==> src/design/puf_queue.sv <==
// Small request queue between the byte front end and the pixel back end.
// Depends on nothing but its parameters.
module puf_queue #(
  parameter int DATA_W = 8,
  parameter int DEPTH  = 2
) (
  input  logic              clk,
  input  logic              rst_n,
  input  logic              push,
  input  logic [DATA_W-1:0] push_data,
  output logic              full,
  input  logic              pop,
  output logic              not_empty,
  output logic [DATA_W-1:0] head
);

  localparam int PW = (DEPTH > 1) ? $clog2(DEPTH) : 1;
  localparam int NW = $clog2(DEPTH + 1);

  logic [DATA_W-1:0] slot_r [DEPTH];
  logic [PW-1:0]     wr_ptr_r, wr_ptr_nxt;
  logic [PW-1:0]     rd_ptr_r, rd_ptr_nxt;
  logic [NW-1:0]     count_r, count_nxt;

  assign full      = (count_r == NW'(DEPTH));
  assign not_empty = (count_r != '0);
  assign head      = slot_r[rd_ptr_r];

  always_comb begin
    wr_ptr_nxt = wr_ptr_r;
    rd_ptr_nxt = rd_ptr_r;
    count_nxt  = count_r;
    if (push) begin
      wr_ptr_nxt = (wr_ptr_r == PW'(DEPTH - 1)) ? '0 : wr_ptr_r + 1'b1;
    end
    if (pop) begin
      rd_ptr_nxt = (rd_ptr_r == PW'(DEPTH - 1)) ? '0 : rd_ptr_r + 1'b1;
    end
    if (push && !pop) count_nxt = count_r + 1'b1;
    else if (pop && !push) count_nxt = count_r - 1'b1;
  end

  always_ff @(posedge clk) begin
    if (!rst_n) begin
      wr_ptr_r <= '0;
      rd_ptr_r <= '0;
      count_r  <= '0;
    end else begin
      wr_ptr_r <= wr_ptr_nxt;
      rd_ptr_r <= rd_ptr_nxt;
      count_r  <= count_nxt;
    end
  end

  always_ff @(posedge clk) begin
    if (push) slot_r[wr_ptr_r] <= push_data;
  end

endmodule

==> config.mk <==
export PLATFORM = sky130hd
export DESIGN_NAME = puf_queue
export DESIGN_NICKNAME = d
export VERILOG_FILES = /design/src/design/puf_queue.sv
export SDC_FILE = /design/constraint.sdc
export NUM_CORES = 1
export LEC_CHECK = 0
export BUFFER_PORTS_ARGS = -buffer_cell sky130_fd_sc_hd__buf_2
export CORE_ASPECT_RATIO = 1.75
export CORE_MARGIN = 2
export CORE_UTILIZATION = 35
export DETAILED_ROUTE_END_ITERATION = 7
export HOLD_SLACK_MARGIN = 0.1
export PLACE_DENSITY = 0.54
export SLEW_MARGIN = 20
export SYNTH_ARGS = -nofsm -noshare
export SYNTH_HDL_FRONTEND = slang
export SYNTH_SLANG_ARGS = --single-unit
==> constraint.sdc <==
create_clock -name clk -period 1.75 [get_ports clk]
set_clock_uncertainty 0.05 [all_clocks]
set_input_delay 0.175 -clock clk [delete_from_list [all_inputs] [get_ports clk]]
set_output_delay 0.175 -clock clk [all_outputs]
set_load 0.02 [all_outputs]
; ---- Word-level counts from Yosys, hierarchy flattened
; Memory sizes are Yosys's and may differ from the RTL's. A register that Yosys moved wholly into a read port is not among the register bits.
; Index checks and enable logic that the tools add are counted.
[word_totals]
mem_count = 1
ramBits = 16
out_inout_bits = 10
register_bits = 4
inputBits = 12
word_cells = 23
[mem_list]
columns = memory, words, word_bits, rd, rd_ports_with_merged_regs, wr, line
row1 = slot_r, 2, 8, 1, 1, 1, 20  ; logic [DATA_W-1:0] slot_r [DEPTH];
[classes]
muxes = 8
reduce_logical = 6
add_sub_neg = 4
eq_ne = 1
[ops]
columns = cell, count
row1 = $mux 1, 6
row2 = $mux 2, 2
row3 = $reduce_bool 2->1, 2
row4 = $add 1x1->1 const B, 2
row5 = $add 2x1->2 const B, 1
row6 = $eq 2x2->1 const B, 1
row7 = $logic_and 1x1->1, 2
row8 = $logic_not 1->1, 2
row9 = $sub 2x1->2 const B, 1

; ---- Logic depth before layout (Yosys ltp)
[depth]
ltp_word = 4
mapped_depth = 5
ltp_nobuf = 5

; ---- Worst setup path after synthesis
; OpenSTA, ideal clock, no wires.
[synth_timing]
path_type = reg-to-reg
from = reg wr_ptr_r
to = mem slot_r[0][0], enable pin
path_slack_ps = 596
synth_period_minus_slack_ps = 1154
n_path_buf = 0
setup_time_ps = 375
required_ps = 1325
path_stages_with_launch = 2
arrival_time_ps = 730
path_cell_list = dfxtp_1 > nor2b_1
[synth_rtl]
columns = item, line
row1 = "start, declared", 21  ; logic [PW-1:0] wr_ptr_r, wr_ptr_nxt;
row2 = "start signal, assigned", 49  ; wr_ptr_r <= wr_ptr_nxt;
row3 = "end, declared", 20
; Straight into the memory's write port.

==> impl_metrics.tcl <==
set metrics [dict create \
    outcome "finished, final reports clean" \
    hold_viol_final 0 \
    syn_area_sq_um 797 \
    cts_setup_buffers 0 \
    first_pass_iters 4 \
    final_common_cell "buf_2" \
    grt_first_pass_wirelength_mm 1.91 \
    ys_warn_count 0 \
    tightest_slew_ns 0.375 \
    antenna_found_initial 0 \
    cts_hold_buffers 9 \
    drtIter0Drc 6 \
    slowest_stage "dfxtp_1" \
    slew_headroom_pct 75.0 \
    synth.distinct_cells 16 \
    grt_pass1_vias 508 \
    cts_resized 0 \
    hp-start "pop" \
    worstPathCellList "mux2_2 -> buf_2" \
    drt-total-wl_mm 1.23 \
    setup_violations 0 \
    antenna_left 0 \
    port_buffers 21 \
    clk_pin_slew_ns 0.10 \
    clock_latency_ns 0.30 \
    cts_max_path_buffers 2 \
    period_share_pct 91.8 \
    crit_arrival_ns 1.38 \
    htree_levels 1 \
    worstPathMaxFanout 8 \
    avgSynthCellArea_sq_um 17.0 \
    crit_required_ns 1.52 \
    chipWidth_microns 40.1 \
    fin_tns_setup_ns 0 \
    holdWs_ns 0.174 \
    grt_util_all_layers_pct 10.7 \
    syn_inst 47 \
    p_leak_uw 0.000426 \
    num_rows 22 \
    fmax_mhz 623 \
    antenna_cells 0 \
    final_layout_size_suffix_gt1_share_pct 44.4 \
    final_net_count 95 \
    viasPerCell 4.62 \
    period_needed_ns 1.61 \
    initial_utilization_pct 37.6 \
    pin_count 22 \
    drv_cap 0 \
    overflow 0 \
    clkSinkCount 21 \
    wl_per_cell_microns 11.7 \
    power_uw 975 \
    cp-start-kind "flop" \
    cts_root_buf "clkbuf_4" \
    endpoint_kind "output port" \
    vias 485 \
    hp-class "in2reg" \
    grt_max_degree 13 \
    post_dp_cell_area_sq_um 935 \
    final_cell_mix "buf_2 (21), edfxtp_1 (16), dlygate4sd3_1 (9)" \
    place_congestion 0.618 \
    r2r-start "wr_ptr_r$_SDFFE_PN0P_" \
    fp.dieH_microns 67.1 \
    p_per_area_nw_per_um2 927 \
    area_growth_pct 32.0 \
    path_class "reg2out" \
    final_area_sq_um 1050 \
    drv_slew 0 \
    numCtsBuffers 3 \
    peakVddDrop_mv 0.504 \
    core_sq_um 2120 \
    yosys_register_bits 21 \
    rsz0062_at_grt "false" \
    dieArea_sq_um 2690 \
    slowest_delay_ns 0.54 \
    ys_seq_area_share_pct 72.8 \
    syn_nets 60 \
    drcViolationCount 0 \
    cts_tree "built" \
]
## power breakdown
group          internal, uW  switching (uW)  leakage [uW]
Combinational          86.2            80.7      0.000217
Clock                  85.2             134     0.0000177
Sequential              570            19.1      0.000192
Total                   742             233      0.000426
## worst paths after layout
path / end / slack, ns / cells past startpoint
min reg2reg: count_r[1]$_SDFFE_PN0P_ / 0.46 / 2
max reg2reg: slot_r[1][7]$_DFFE_PP_ / 0.65 / 1
min: rd_ptr_r$_SDFFE_PN0P_ / 0.17 / 3
max: head[5] / 0.14 / 2
## stage by stage
stage	setup WS [ns]	util, %	cells
3_3_place_gp	0.473	44.1	92
2_1_floorplan	0.596	-	47
3_5_place_dp	0.454	44.1	92
6_report	0.144	49.6	105
5_1_grt	0.0819	49.6	105
4_1_cts	0.116	49.6	105
## cell type report
class | instances | area [sq um]
clock buffer | 3 | 22.5
clock inverter | 1 | 5.00
fill | 187 | 1070
inverter | 1 | 3.75
multi-input combinational | 24 | 208
sequential | 21 | 581
tap | 24 | 30.0
timing repair buffer | 31 | 203
## sequential cells by signal, summed over array words and instances (netlist names), named ones only
| signal | flops |
|---|---|
| rd_ptr_r | 1 |
| count_r | 2 |
| slot_r | 16 |
| wr_ptr_r | 1 |
## logic make-up after synthesis
group           Yosys count  share of synthesized area, %
flops                    21                          72.8
simple gates              9                          7.38
mux                       8                          11.3
compound gates            3                          2.51
xor+xnor                  3                          3.30
buf+inv                   2                          1.10
fa+ha+maj                 1                          1.57
## cells in the mapped netlist
| library cell | count | area share, % |
|---|---|---|
| o21a_1 | 1 | 0.94 |
| dfxtp_1 | 5 | 13 |
| o21ai_0 | 1 | 0.63 |
| inv_1 | 1 | 0.47 |
| a21boi_1 | 1 | 0.94 |
| mux2_2 | 8 | 11 |
| buf_2 | 1 | 0.63 |
| xnor2_1 | 1 | 1.1 |
| and2b_2 | 1 | 1.1 |
| ha_1 | 1 | 1.6 |
| edfxtp_1 | 16 | 60 |
| or2_2 | 1 | 0.79 |
| nor2b_1 | 2 | 1.6 |
| xor2_1 | 2 | 2.2 |
| or3_1 | 1 | 0.79 |
| and2_1 | 4 | 3.1 |
## critical path, delay by kind of cell (launching register included)
kind,cells,cell delay [ns]
DFF,1,0.54
buffers and inverters,1,0.16
muxes,1,0.39
## per-layer routing
layer,track usage (%),share of wire (%),vias to the layer above
li1,-,-,238
met1,9.09,38,227
met2,19.6,55,16
met3,2.00,4.1,4
met4,7.76,2.4,0
met5,0,0,-
No activity file was read; power rests on OpenSTA's default activity.
