[src/design/puf_pkg.sv]
// Shared types, codes and prediction functions for the PNG RGB8 scanline unfilter.
// No dependencies; used by the top level, front end and back end through scoped names.
package puf_pkg;

  localparam int MAX_WIDTH_DEF = 1024;
  localparam int QUEUE_DEPTH   = 2;
  localparam int CFG_IDX_W     = 1;
  localparam int CFG_DATA_W    = 16;
  localparam int IMG_WIDTH_W   = 11;
  localparam int IMG_HEIGHT_W  = 16;
  localparam int COLUMN_OUT_W  = 10;

  localparam logic [CFG_IDX_W-1:0] REG_IMAGE_WIDTH  = 1'b0;
  localparam logic [CFG_IDX_W-1:0] REG_IMAGE_HEIGHT = 1'b1;

  localparam logic [7:0] FILTER_MAX_CODE = 8'd4;

  typedef enum logic [2:0] {
    FLT_NONE  = 3'd0,
    FLT_SUB   = 3'd1,
    FLT_UP    = 3'd2,
    FLT_AVG   = 3'd3,
    FLT_PAETH = 3'd4
  } filter_t;

  typedef enum logic [3:0] {
    PH_FILTER = 4'b0001,
    PH_RED    = 4'b0010,
    PH_GREEN  = 4'b0100,
    PH_BLUE   = 4'b1000
  } phase_t;

  // One assembled pixel request handed from front to back
  typedef struct packed {
    logic [23:0] raw;
    filter_t     filter;
    logic        first_col;
    logic        row_first;
    logic        last_col;
    logic        last_row;
  } job_t;

  function automatic logic [7:0] paeth(input logic [7:0] a, input logic [7:0] b,
                                       input logic [7:0] c);
    logic signed [9:0] pa;
    logic signed [9:0] pb;
    logic signed [9:0] pc;
    logic [7:0]        r;
    // p = a + b - c, so |p-a| = |b-c|, |p-b| = |a-c|, |p-c| = |a+b-2c|
    pa = $signed({2'b00, b}) - $signed({2'b00, c});
    pb = $signed({2'b00, a}) - $signed({2'b00, c});
    pc = $signed({2'b00, a}) + $signed({2'b00, b}) - $signed({1'b0, c, 1'b0});
    if (pa < 0) pa = -pa;
    if (pb < 0) pb = -pb;
    if (pc < 0) pc = -pc;
    if (pa <= pb && pa <= pc) r = a;
    else if (pb <= pc) r = b;
    else r = c;
    return r;
  endfunction

  function automatic logic [7:0] predict(input filter_t f, input logic [7:0] a,
                                         input logic [7:0] b, input logic [7:0] c);
    logic [8:0] sum;
    logic [7:0] r;
    sum = {1'b0, a} + {1'b0, b};
    case (f)
      FLT_SUB:   r = a;
      FLT_UP:    r = b;
      FLT_AVG:   r = sum[8:1];
      FLT_PAETH: r = paeth(a, b, c);
      default:   r = 8'd0;
    endcase
    return r;
  endfunction

endpackage

[src/design/puf_front.sv]
// Front end: takes stream bytes, tracks filter/channel phase, row and column,
// and issues one pixel request per three channel bytes. Uses puf_pkg.
module puf_front #(
  parameter int MAX_WIDTH = puf_pkg::MAX_WIDTH_DEF,
  parameter int CW        = 10
) (
  input  logic                             clk,
  input  logic                             rst_n,
  input  logic                             in_valid,
  output logic                             in_ready,
  input  logic [7:0]                       in_data_byte,
  input  logic                             cfg_we,
  input  logic [puf_pkg::CFG_IDX_W-1:0]    cfg_index,
  input  logic [puf_pkg::CFG_DATA_W-1:0]   cfg_wdata,
  input  logic                             q_full,
  output logic                             push_valid,
  output puf_pkg::job_t                    push_job,
  output logic [CW-1:0]                    push_col
);

  // wide enough for column+1, the width register and MAX_WIDTH
  localparam int LW = (CW + 1 > puf_pkg::IMG_WIDTH_W) ? CW + 2 : puf_pkg::IMG_WIDTH_W + 1;
  localparam int HW = puf_pkg::IMG_HEIGHT_W;

  logic [puf_pkg::IMG_WIDTH_W-1:0] width_r, width_nxt;
  logic [HW-1:0]                   height_r, height_nxt;
  puf_pkg::phase_t                 phase_r, phase_nxt;
  puf_pkg::filter_t                filter_r, filter_nxt;
  logic [CW-1:0]                   col_r, col_nxt;
  logic [HW-1:0]                   row_r, row_nxt;
  logic [15:0]                     partial_r, partial_nxt;

  logic          accept;
  logic [LW-1:0] col_inc;
  logic [HW:0]   row_inc;
  logic          last_col;
  logic          last_row;

  assign in_ready = (phase_r != puf_pkg::PH_BLUE) || !q_full;
  assign accept   = in_valid && in_ready;

  // a width of 0 acts as 1, beyond MAX_WIDTH as MAX_WIDTH; a height of 0 acts as 1
  assign col_inc  = LW'(col_r) + 1'b1;
  assign row_inc  = {1'b0, row_r} + 1'b1;
  assign last_col = (col_inc >= LW'(width_r)) || (col_inc >= LW'(MAX_WIDTH));
  assign last_row = last_col && (row_inc >= {1'b0, height_r});

  always_comb begin
    width_nxt  = width_r;
    height_nxt = height_r;
    if (cfg_we) begin
      case (cfg_index)
        puf_pkg::REG_IMAGE_WIDTH:  width_nxt  = cfg_wdata[puf_pkg::IMG_WIDTH_W-1:0];
        puf_pkg::REG_IMAGE_HEIGHT: height_nxt = cfg_wdata[HW-1:0];
        default: ;
      endcase
    end
  end

  always_comb begin
    phase_nxt   = phase_r;
    filter_nxt  = filter_r;
    col_nxt     = col_r;
    row_nxt     = row_r;
    partial_nxt = partial_r;
    if (accept) begin
      case (phase_r)
        puf_pkg::PH_FILTER: begin
          filter_nxt = (in_data_byte > puf_pkg::FILTER_MAX_CODE) ? puf_pkg::FLT_NONE :
                       puf_pkg::filter_t'(in_data_byte[2:0]);
          col_nxt    = '0;
          phase_nxt  = puf_pkg::PH_RED;
        end
        puf_pkg::PH_RED: begin
          partial_nxt[15:8] = in_data_byte;
          phase_nxt         = puf_pkg::PH_GREEN;
        end
        puf_pkg::PH_GREEN: begin
          partial_nxt[7:0] = in_data_byte;
          phase_nxt        = puf_pkg::PH_BLUE;
        end
        puf_pkg::PH_BLUE: begin
          if (last_col) begin
            phase_nxt = puf_pkg::PH_FILTER;
            col_nxt   = '0;
            row_nxt   = last_row ? '0 : row_inc[HW-1:0];
          end else begin
            phase_nxt = puf_pkg::PH_RED;
            col_nxt   = col_inc[CW-1:0];
          end
        end
        default: phase_nxt = puf_pkg::PH_FILTER;
      endcase
    end
  end

  assign push_valid         = accept && (phase_r == puf_pkg::PH_BLUE);
  assign push_col           = col_r;
  assign push_job.raw       = {partial_r, in_data_byte};
  assign push_job.filter    = filter_r;
  assign push_job.first_col = (col_r == '0);
  assign push_job.row_first = (row_r == '0);
  assign push_job.last_col  = last_col;
  assign push_job.last_row  = last_row;

  always_ff @(posedge clk) begin
    if (!rst_n) begin
      width_r   <= puf_pkg::IMG_WIDTH_W'(1);
      height_r  <= HW'(1);
      phase_r   <= puf_pkg::PH_FILTER;
      filter_r  <= puf_pkg::FLT_NONE;
      col_r     <= '0;
      row_r     <= '0;
      partial_r <= '0;
    end else begin
      width_r   <= width_nxt;
      height_r  <= height_nxt;
      phase_r   <= phase_nxt;
      filter_r  <= filter_nxt;
      col_r     <= col_nxt;
      row_r     <= row_nxt;
      partial_r <= partial_nxt;
    end
  end

endmodule

[config.mk]
export PLATFORM = sky130hd
export DESIGN_NAME = puf_front
export DESIGN_NICKNAME = d
export VERILOG_FILES = /design/src/design/puf_pkg.sv /design/src/design/puf_front.sv
export SDC_FILE = /design/constraint.sdc
export NUM_CORES = 1
export LEC_CHECK = 0
export BUFFER_PORTS_ARGS = -buffer_cell sky130_fd_sc_hd__buf_4
export CAP_MARGIN = 10
export CORE_UTILIZATION = 41
export CTS_BUF_LIST = sky130_fd_sc_hd__clkbuf_4
export DETAILED_ROUTE_END_ITERATION = 10
export GPL_TIMING_DRIVEN = 0
export SLEW_MARGIN = 0
export SYNTH_ARGS = -nofsm -noshare
export SYNTH_HDL_FRONTEND = slang
export SYNTH_SLANG_ARGS = --single-unit
[constraint.sdc]
create_clock -name clk -period 3.86 [get_ports clk]
set_input_delay 0.386 -clock clk [delete_from_list [all_inputs] [get_ports clk]]
set_output_delay 0.386 -clock clk [all_outputs]
set_load 0.005 [all_outputs]
# == Word level (Yosys, flattened, before mapping) ==
# Index checks and enable logic that the tools add are counted.
# word_totals
out_inout_bits,43
ff_bits,76
in_bits,30
wordCells,42
# op_classes
reduce_logical,16
mux,6
magnitude_cmp,4
n_bitwise,1
n_eq_ne,5
n_addsub,2
# op_table
cell,n
10-bit case mux with 2 select lines,1
"16-bit by 1-bit adder with 17-bit output, second input constant",1
17-bit by 16-bit greater-or-equal comparator with 1-bit output,1
16-bit zero test,1
16-bit 2-to-1 mux,1
4-bit case mux with 4 select lines,1
2-bit AND reduction,6
"10-bit by 1-bit adder with 11-bit output, second input constant",1
11-bit greater-or-equal comparator,1
"11-bit greater-or-equal comparator, second input constant",1
10-bit zero test,1
10-bit 2-to-1 mux,1
"8-bit by 3-bit > comparator with 1-bit output, second input constant",1
"4-bit by 1-bit equality test with 1-bit output, second input constant",1
"4-bit by 2-bit equality test with 1-bit output, second input constant",1
"4-bit by 3-bit equality test with 1-bit output, second input constant",1
"4-bit equality test, second input constant",1
"4-bit != test, second input constant",1
1-bit logical AND,3
3-bit 2-to-1 mux,1
3-bit AND reduction,1
1-bit logical OR,2
2-bit 2-to-1 mux,1
2-bit nonzero test,1
other kinds (2),2

# == Depth between registers and ports, before layout ==
# Gate-level depths: netlist of run 1.
# depth
ltp_word,5
mapped_depth,13
depth_no_buf,12

# == Worst setup path before layout of run 1 ==
# Ideal clock, no wire load.
# synth_timing
kind,flip-flop to output port
from,register row_r[0]
to,output port push_job[0] in the netlist's numbering
path_buffers,2
path_slack_ns,0.559
arrival_ns,2.915
path_stages_with_launch,14
t_required_ns,3.474
path_cell_list,dfxtp_1 > ha_1 > nand3_1 > nor3_2 > nand3_1 > xnor2_1 > ha_1 > a21oi_1 > o21bai_1 > a311o_1 > a211oi_4 > buf_4 > nor2_1 > buf_4
# synth_via
elab_chain_len,3
# synth_rtl
element,line_no,text
start: declaration,puf_front.sv:30,"logic [HW-1:0] row_r, row_nxt;"
start signal: assignment,puf_front.sv:121,row_r <= row_nxt;
16-bit by 1-bit adder with 17-bit output,puf_front.sv:44,"assign row_inc = {1'b0, row_r} + 1'b1;"
17-bit by 16-bit greater-or-equal comparator with 1-bit output,puf_front.sv:46,"assign last_row = last_col && (row_inc >= {1'b0, height_r});"
1-bit logical AND,puf_front.sv:46,
end: declaration,puf_front.sv:17,"output puf_pkg::job_t push_job,"
# No other way between the ends.

# == Worst setup path after layout of run 1 ==
# layout_timing
from,register row_r[5]
to,output port push_job[0] in the netlist's numbering
# The elaborated chain is that of the path after synthesis.

==> flow_summary.json, run 1 <==
{
  "gr-usage-met1_pct": 27.6,
  "vdd_drop_max_mv": 0.138,
  "synth_seq_area_share_pct": 34.4,
  "syn_to_final_growth_pct": 26.6,
  "cts.clk_slew.worst_paths_ps": 130,
  "grtUsageTotal_pct": 21.6,
  "syn_inst": 542,
  "grt_antenna_before_repair": 0,
  "final.setup.tns_ps": 0,
  "fmax_ghz": 0.272,
  "ys.flop_type": "dfxtp_1",
  "setup_viol": 0,
  "yosysWarnings": 0,
  "drive_gt1_share_pct": 25.0,
  "total_power_mw": 1.73,
  "via_count": 4040,
  "drtIter0Drc": 207,
  "worstMarginPinSlew_ps": 849,
  "slew_headroom_pct": 43.4,
  "cts_tree": "done",
  "yosys.area.top_type": "dfxtp_1",
  "postSynth.asyncResetShare_pct": 0,
  "reg2reg_from": "row_r[5]$_SDFFE_PN0P_",
  "clkSinkCount": 76,
  "vias_per_cell": 5.19,
  "grt_pass1_wl_um": 19100,
  "reg2reg_depth": 13,
  "syn-num-nets": 603,
  "dr.pass1.iters": 5,
  "final_max_slew_viol_count": 0,
  "worst_r2r_endpoint": "row_r[2]$_SDFFE_PN0P_",
  "routedWlPerCell_um": 14.5,
  "cts_buffers": 9,
  "io_pins": 73,
  "worstPathMaxFanout": 5,
  "grt_max_degree": 14,
  "ys_types": 58,
  "hold_viol": 0,
  "clockBufferDepth": 2,
  "status": "finished, final reports clean",
  "gp_congestion": 0.829,
  "cp-startpoint": "row_r[5]$_SDFFE_PN0P_",
  "critPathArrivalTime_ps": 3290,
  "powerDensity_nw_per_um2": 309,
  "power_frac_seq_pct": 46.9,
  "ys_seq_elements": 76,
  "synthTopCellsByArea": "dfxtp_1, ha_1, nand2_1",
  "clockPowerShare_pct": 39.7,
  "maxCapViolCount": 0,
  "numPortBuffers": 72,
  "crit_type": "reg2out",
  "crit_end": "push_job[0]",
  "setup.worst_path.start_class": "flop",
  "switching_share_pct": 24.8,
  "r2r_slack_ps": 650,
  "internal_power_mw": 1.30,
  "synth_area_per_cell_um2": 8.16,
  "hpwl_um": 8340,
  "cts_root_buffer": "clkbuf_4",
  "insertion_delay_ps": 430,
  "wl_um": 11300,
  "overflow": 0,
  "whs_ps": 181,
  "syn_area_um2": 4420,
  "leakage_nw": 2.39,
  "end_kind": "primary output",
  "synth_edf_count": 0,
  "core-area_um2": 10400,
  "die_x_um": 106,
  "h-tree-depth": 3,
  "antenna_left": 0,
  "clock_skew_ps": 17.9,
  "grt_pass1_vias": 3913,
  "busiest_layer": "met2",
  "initial_core_util_pct": 42.5,
  "die-height_um": 106,
  "insertedDiodeCount": 0,
  "synth_top_area_share_pct": 34.4,
  "fin_crit_sh_pct": 95.4,
  "pwr-share-comb_pct": 13.4,
  "met3_usage_pct": 4.08,
  "p_sw_uw": 429,
  "n_fill_cell": 1006,
  "rows": 37,
  "crit_required_ps": 3470,
  "final_period_minus_worst_setup_slack_ps": 3680,
  "fin_nets": 699,
  "min_path_type": "in2reg",
  "grtUsageMet2_pct": 36.0,
  "dieArea_um2": 11200,
  "drc": 0
}
==> sequential cells by signal, summed over array words and instances, names as in the netlist <==
| name | cells |
|---|---|
| filter_r | 3 |
| height_r | 16 |
| partial_r | 16 |
| phase_r | 4 |
| push_col | 10 |
| row_r | 16 |
| width_r | 11 |
==> timing repair <==
item                                    in CTS  in global routing
resized for setup                           16                 24
cloned                                       0                  0
pin swaps                                    3                 13
hold endpoints to repair                     0                  0
hold buffers                                 0                  0
buffers inserted                             6                  8
endpoints found under the setup margin       2                  2
==> cell usage after synthesis (2+ instances only) <==
master    instances
nor4b_1           2
a21o_1            2
a21boi_0         19
o21ai_0          18
or2_2             6
buf_2             5
nor3_2            2
nor3b_1           5
clkbuf_1         18
nand3_1          25
nand3b_1          3
xnor2_1          11
o211a_1           2
o211ai_1         11
nor2b_1          27
xor2_1            6
ha_1             31
nor4_1            6
nor2_1           19
buf_4            12
and4_1            3
and2_1            4
nand4_1          15
dfxtp_1          76
inv_1            34
nand2_1          95
a21oi_1          30
nand2b_1          2
nor3_1            3
mux2i_1          16
and3_1            2
a211oi_1          2
a22oi_1           4
o21a_1            2
==> worst max-delay path, stage by stage (launching register included) <==
cell and delay, ps:
dfxtp_1 450, nand3_2 170, nor3_4 340, nand2_2 110
xnor2_2 210, ha_1 270, nand4_1 120, nor2_1 80
a311o_1 350, a211oi_4 310, buf_6 140, nor2_1 50
buf_4 130, buf_4 120
==> metal layers <==
layer	share of wire, %	routed length, µm
met1	47	5320
met2	49	5490
met3	3.0	344
met4	1.4	156
met5	0	0
==> layout make-up <==
type / instances / area (µm²) / share of cell area, %
Inverter: 35 / 136 / 2.44
Tap cell: 136 / 170 / 3.04
Clock buffer: 9 / 67.6 / 1.21
Sequential cell: 76 / 1530 / 27.4
Timing Repair Buffer: 86 / 649 / 11.6
Multi-Input combinational cell: 395 / 2700 / 48.2
Clock inverter: 7 / 139 / 2.48
Buffer: 35 / 206 / 3.69
==> cells in the final DEF, fill, tap and decap left out, drive strengths merged, types with 4 or more instances in the layout <==
| cell | n |
|---|---|
| a21oi | 30 |
| nand4 | 15 |
| a22oi | 4 |
| clkinv | 4 |
| xnor2 | 11 |
| nor4 | 7 |
| or2 | 6 |
| o21ai | 18 |
| o211ai | 11 |
| nand2 | 95 |
| nor3b | 5 |
| a21boi | 20 |
| and2 | 4 |
| nand3b | 4 |
| ha | 31 |
| nor3 | 5 |
| nor2b | 27 |
| nand3 | 26 |
| buf | 104 |
| bufinv | 4 |
| dfxtp | 76 |
| mux2i | 16 |
| inv | 34 |
| and4 | 4 |
| xor2 | 6 |
| clkbuf | 26 |
| nor2 | 20 |
==> worst min-delay path by stage <==
stage / from / to / slack [ps] / cells past startpoint
after floorplan: height_r[10]$_SDFFE_PN0P_ / height_r[10]$_SDFFE_PN0P_ / 440 / 2
after global placement: height_r[12]$_SDFFE_PN0P_ / height_r[12]$_SDFFE_PN0P_ / 440 / 2
after detailed placement: height_r[7]$_SDFFE_PN0P_ / height_r[7]$_SDFFE_PN0P_ / 450 / 2
after CTS: cfg_wdata[0] / width_r[0]$_SDFFE_PN1P_ / 150 / 3
after global routing: cfg_wdata[0] / width_r[0]$_SDFFE_PN1P_ / 140 / 3
final: cfg_wdata[0] / height_r[0]$_SDFFE_PN1P_ / 180 / 3
==> power by group through the flow <==
| stage | Sequential [mW] | Combinational, mW | Clock [mW] |
|---|---|---|---|
| floorplan | 0.826 | 0.128 | 0 |
| global placement | 0.828 | 0.208 | 0 |
| detailed placement | 0.829 | 0.211 | 0 |
| CTS | 0.812 | 0.225 | 0.707 |
| global route | 0.813 | 0.256 | 0.752 |
| finish | 0.810 | 0.232 | 0.686 |
==> through the flow <==
| stage | utilization (%) | setup slack, ps | instance area, µm² | std cells |
|---|---|---|---|---|
| 2_1_floorplan | - | 559 | 4420 | 542 |
| 3_3_place_gp | 49.3 | -129 | 5130 | 750 |
| 3_5_place_dp | 49.3 | -209 | 5130 | 750 |
| 4_1_cts | 52.3 | 18.5 | 5450 | 771 |
| 5_1_grt | 53.8 | -28.3 | 5600 | 779 |
| 6_report | 53.8 | 179 | 5600 | 779 |
==> cell families (layout without fill, tap and decap cells) <==
| family | after synthesis | after routing | synth area share, % |
|---|---|---|---|
| DFF | 76 | 76 | 34.4 |
| and+or+nand+nor | 231 | 231 | 27.3 |
| buffers and inverters | 71 | 172 | 7.47 |
| AOI/OAI and AO/OA | 100 | 100 | 15.1 |
| xor gates and xnor gates | 17 | 17 | 3.37 |
| muxes | 16 | 16 | 3.62 |
| adders and majority gates | 31 | 31 | 8.77 |
Power figures use the tool's default switching activity.
==> run 2: changes to the inputs <==
ABC_AREA = 1   (was not set)
==> flow_summary.json, run 2 <==
{
  "status": "finished, final reports clean",
  "numPortBuffers": 72,
  "synth_seq_area_share_pct": 35.6,
  "setup_viol": 0,
  "fin_cells": 807,
  "end_kind": "primary output",
  "core-area_um2": 9950,
  "fmax_ghz": 0.285,
  "post-cts-setup-buffer-count": 0,
  "syn_inst": 587,
  "insertedDiodeCount": 0,
  "final_period_minus_worst_setup_slack_ps": 3510,
  "clkSinkCount": 76,
  "fin_ws_ps": 352,
  "h-tree-depth": 3,
  "multi_input_area_um2": 2300,
  "via_count": 3959,
  "drive_gt1_share_pct": 22.1,
  "grt_max_degree": 13,
  "initial_core_util_pct": 43.0,
  "die_x_um": 104,
  "drtIter0Drc": 155,
  "regArea_um2": 1530,
  "vias_per_cell": 4.91,
  "syn-num-nets": 648,
  "antenna_left": 0,
  "insertion_delay_ps": 430,
  "synthTopCellsByArea": "dfxtp_1, nand2_1, ha_1",
  "grtUsageTotal_pct": 20.5,
  "wl_um": 10500,
  "setup.worst_path.start_class": "flop",
  "synth_edf_count": 0,
  "slew_headroom_pct": 45.9,
  "clock_skew_ps": 23.6,
  "grt_antenna_before_repair": 0,
  "grt_pass1_wl_um": 18000,
  "dieArea_um2": 10800,
  "cts_hold_buffers": 0,
  "fin_nets": 731,
  "rows": 36,
  "routedWlPerCell_um": 13.0,
  "cts_buffers": 9,
  "dp_cells": 792,
  "final.setup.tns_ps": 0,
  "dr.pass1.iters": 4,
  "io_pins": 73,
  "final_common_cell": "nand2_1",
  "synth_commonest_cells": "nand2_1, inv_1, dfxtp_1",
  "yosys.area.top_type": "dfxtp_1",
  "synth_top_area_share_pct": 35.6,
  "biggestRegsByFlops": "height_r (16), partial_r (16), row_r (16)",
  "worstMarginPinSlew_ps": 812,
  "min_path_type": "in2reg",
  "cts_root_buffer": "clkbuf_4",
  "cts_resized": 0,
  "powerDensity_nw_per_um2": 293,
  "die-height_um": 104,
  "leakage_nw": 2.31,
  "gp_congestion": 0.813,
  "drc": 0,
  "synth_most_common_cell": "nand2_1",
  "vdd_drop_max_mv": 0.193,
  "final_cell_mix": "nand2_1, buf_4, inv_1, dfxtp_1, a21oi_1",
  "syn_area_um2": 4280,
  "clockBufferDepth": 2,
  "place_ws_ps": 633,
  "overflow": 0,
  "cts_tree": "done",
  "cts.clk_slew.worst_paths_ps": 140,
  "critPathArrivalTime_ps": 3120,
  "ys_types": 37,
  "final_max_slew_viol_count": 0,
  "syn_to_final_growth_pct": 20.1,
  "yosysWarnings": 0,
  "fin_crit_sh_pct": 90.9,
  "ys.flop_type": "dfxtp_1",
  "crit_required_ps": 3470,
  "grt_pass1_vias": 3821,
  "n_fill_cell": 1005,
  "hold_viol": 0,
  "maxCapViolCount": 0,
  "hpwl_um": 8120,
  "crit_type": "reg2out",
  "synth_area_per_cell_um2": 7.29,
  "ys_seq_elements": 76,
  "worstPathMaxFanout": 5,
  "postSynth.asyncResetShare_pct": 0
}
## run 2: cell types whose count changed after synthesis, moves of 19 or more
| cell | change |
|---|---|
| inv_1 | +44 |
| a21oi_1 | +42 |
| nand2_1 | +31 |
| nor2b_1 | -27 |
| nor2_1 | +20 |
| a21boi_0 | -19 |
## run 2: worst max-delay path, stage by stage (launching register included)
cell	delay, ps
dfxtp_1	440
inv_1	110
nor3_1	320
nand3_1	170
xnor2_2	250
ha_1	280
nand2_1	80
inv_1	50
nand2_1	60
nand2_1	50
a21oi_1	210
nand4_4	220
nand2_1	160
inv_1	50
buf_4	120
buf_4	120
## run 2: stage by stage
stage | hold WS, ps | utilization, % | power, mW | area [µm²]
finish | 182 | 51.6 | 1.50 | 5140
global route | 175 | 51.6 | 1.59 | 5140
global placement | 446 | 50.1 | 1.03 | 4980
floorplan | 433 | - | 0.957 | 4280
detailed placement | 451 | 50.1 | 1.04 | 4980
CTS | 167 | 51.4 | 1.51 | 5110
## run 2: final timing paths
kind | cells past startpoint | end | slack, ps | startpoint
max | 15 | push_job[0] | 350 | push_col[4]$_SDFFE_PN0P_
min | 3 | width_r[0]$_SDFFE_PN1P_ | 180 | cfg_wdata[0]
max reg2reg | 14 | phase_r[1]$_SDFFE_PN0P_ | 820 | push_col[4]$_SDFFE_PN0P_
min reg2reg | 2 | partial_r[3]$_SDFFE_PN0P_ | 470 | partial_r[3]$_SDFFE_PN0P_
## run 2: cell type report
| type | instances | share of cell area (%) |
|---|---|---|
| sequential | 76 | 29.7 |
| tap | 133 | 3.24 |
| clock inverter | 5 | 1.05 |
| inverter | 84 | 6.19 |
| timing repair buffer | 72 | 10.5 |
| multi-input combinational | 401 | 44.8 |
| buffer | 26 | 3.05 |
| clock buffer | 10 | 1.46 |
## run 2: kinds of logic after synthesis
logic type               after synthesis  share of synthesized area, %
adder cells (fa/ha/maj)               31                          9.07
flip-flops                            76                          35.6
XOR/XNOR                              18                          3.69
AO/OA/AOI/OAI                        114                          14.4
buffers and inverters                110                          11.1
AND/OR/NAND/NOR                      238                          26.2
## run 2: power breakdown
group / total (mW) / switching (mW) / leakage (nW) / internal (mW)
Clock: 0.487 / 0.287 / 0.0760 / 0.200
Sequential: 0.814 / 0.00744 / 0.620 / 0.806
Combinational: 0.203 / 0.119 / 1.62 / 0.0833
## run 2: per-layer routing
metal	vias up	routed length, µm	global-route usage, %
met5	-	0	0
met4	0	118	5.92
met3	9	525	3.82
met2	90	4830	34.4
met1	1809	4990	26.8
li1	2051	-	-
==> run 3: changes to the inputs <==
MAX_ROUTING_LAYER = met4   (was not set)
==> flow_summary.json, run 3 (synthesis results as in run 2) <==
{
  "status": "finished, final reports clean",
  "via_count": 3962,
  "clockBufferDepth": 2,
  "fin_nets": 731,
  "maxCapViolCount": 0,
  "final_common_cell": "nand2_1",
  "reg2reg_depth": 14,
  "grt_pass1_wl_um": 18100,
  "worstMarginPinSlew_ps": 813,
  "drtIter0Drc": 152,
  "powerDensity_nw_per_um2": 293,
  "grt_antenna_before_repair": 0,
  "crit_type": "reg2out",
  "worst_r2r_endpoint": "phase_r[1]$_SDFFE_PN0P_",
  "dieArea_um2": 10800,
  "clock_skew_ps": 27.5,
  "critPathArrivalTime_ps": 3140,
  "die_x_um": 104,
  "post-cts-setup-buffer-count": 0,
  "cts_buffers": 9,
  "setup_viol": 0,
  "vdd_drop_max_mv": 0.193,
  "fin_ws_ps": 337,
  "hp-start": "cfg_wdata[0]",
  "final_area_um2": 5140,
  "final_max_slew_viol_count": 0,
  "insertedDiodeCount": 0,
  "leakage_nw": 2.31,
  "syn_to_final_growth_pct": 20.1,
  "h-tree-depth": 3,
  "gp_congestion": 0.825,
  "slew_headroom_pct": 45.8,
  "cts_root_buffer": "clkbuf_4",
  "setup.worst_path.start_class": "flop",
  "dpl_cell_area_um2": 4980,
  "n_fill_cell": 1005,
  "cts.clk_slew.worst_paths_ps": 140,
  "rows": 36,
  "grt_max_degree": 13,
  "cts_resized": 0,
  "clkSinkCount": 76,
  "worstHoldPathCells": 3,
  "io_pins": 73,
  "worstPathMaxFanout": 5,
  "place_ws_ps": 633,
  "vias_per_cell": 4.91,
  "initial_core_util_pct": 43.0,
  "dr.pass1.iters": 6,
  "post-route-util_pct": 51.6,
  "wl_um": 10500,
  "core-area_um2": 9950,
  "end_kind": "primary output",
  "cts_tree": "done",
  "reg2reg_from": "push_col[4]$_SDFFE_PN0P_",
  "final_period_minus_worst_setup_slack_ps": 3520,
  "overflow": 0,
  "numPortBuffers": 72,
  "fmax_ghz": 0.284,
  "drive_gt1_share_pct": 22.1,
  "grt_pass1_vias": 3819,
  "final_cell_mix": "nand2_1, buf_4, inv_1, dfxtp_1, a21oi_1",
  "holdPathEnd": "width_r[0]$_SDFFE_PN1P_",
  "insertion_delay_ps": 430,
  "antenna_left": 0,
  "drc": 0,
  "hold_viol": 0,
  "hpwl_um": 8120,
  "fin_crit_sh_pct": 91.3,
  "grtUsageTotal_pct": 21.1,
  "r2r_slack_ps": 790,
  "routedWlPerCell_um": 13.0,
  "cts_hold_buffers": 0,
  "crit_required_ps": 3470,
  "min_path_type": "in2reg",
  "die-height_um": 104,
  "biggestRegsByFlops": "height_r (16), partial_r (16), row_r (16)"
}
## run 3: cell counts in the layout (fill, tap and decap cells not counted)
No cell type changed its count.
## run 3: report_power, final
| part | switching [mW] | internal, mW |
|---|---|---|
| Combinational | 0.120 | 0.0833 |
| Sequential | 0.00745 | 0.806 |
| Clock | 0.286 | 0.200 |
## run 3: worst max-delay path by stage
stage | start | to | slack (ps)
floorplan | row_r[0]$_SDFFE_PN0P_ | push_job[0] | 1180
global placement | push_col[0]$_SDFFE_PN0P_ | push_job[0] | 670
detailed placement | push_col[0]$_SDFFE_PN0P_ | push_job[0] | 630
CTS | push_col[0]$_SDFFE_PN0P_ | push_job[0] | 170
global route | row_r[4]$_SDFFE_PN0P_ | push_job[0] | -2
finish | push_col[4]$_SDFFE_PN0P_ | push_job[0] | 340
## run 3: worst max-delay path, stage by stage, from the launching register on
cell and delay [ps]:
dfxtp_1 440, inv_1 110, nor3_1 320, nand3_1 170, xnor2_2 250, ha_1 280
nand2_1 80, inv_1 50, nand2_1 60, nand2_1 50, a21oi_1 210, nand4_4 230
nand2_1 160, inv_1 50, buf_4 120, buf_4 120
## run 3: through the flow
| stage | total power [mW] | cells | setup TNS (ps) | hold WS (ps) |
|---|---|---|---|---|
| after CTS | 1.51 | 807 | 0 | 167 |
| after global routing | 1.58 | 807 | -2.33 | 178 |
| after floorplan | 0.957 | 587 | 0 | 433 |
| after detailed placement | 1.04 | 792 | 0 | 451 |
| final | 1.50 | 807 | 0 | 189 |
| after global placement | 1.03 | 792 | 0 | 446 |
## run 3: layout make-up
cell class	instances	area (µm²)	share of cell area [%]
clock inverters	5	53.8	1.05
clock buffers	10	75.1	1.46
inverters	84	318	6.19
multi-input cells	401	2300	44.8
plain buffers	26	156	3.05
repair buffers	72	541	10.5
flip-flops and latches	76	1530	29.7
well taps	133	166	3.24
## run 3: layer usage
layer | share of wire [%] | track usage (%) | routed length [µm] | vias to the layer above
met3 | 4.0 | 3.82 | 416 | 4
met1 | 49 | 26.8 | 5120 | 1823
met5 | 0 | - | 0 | -
met2 | 47 | 34.4 | 4930 | 80
li1 | - | - | - | 2055
met4 | 0.56 | 5.61 | 59 | 0
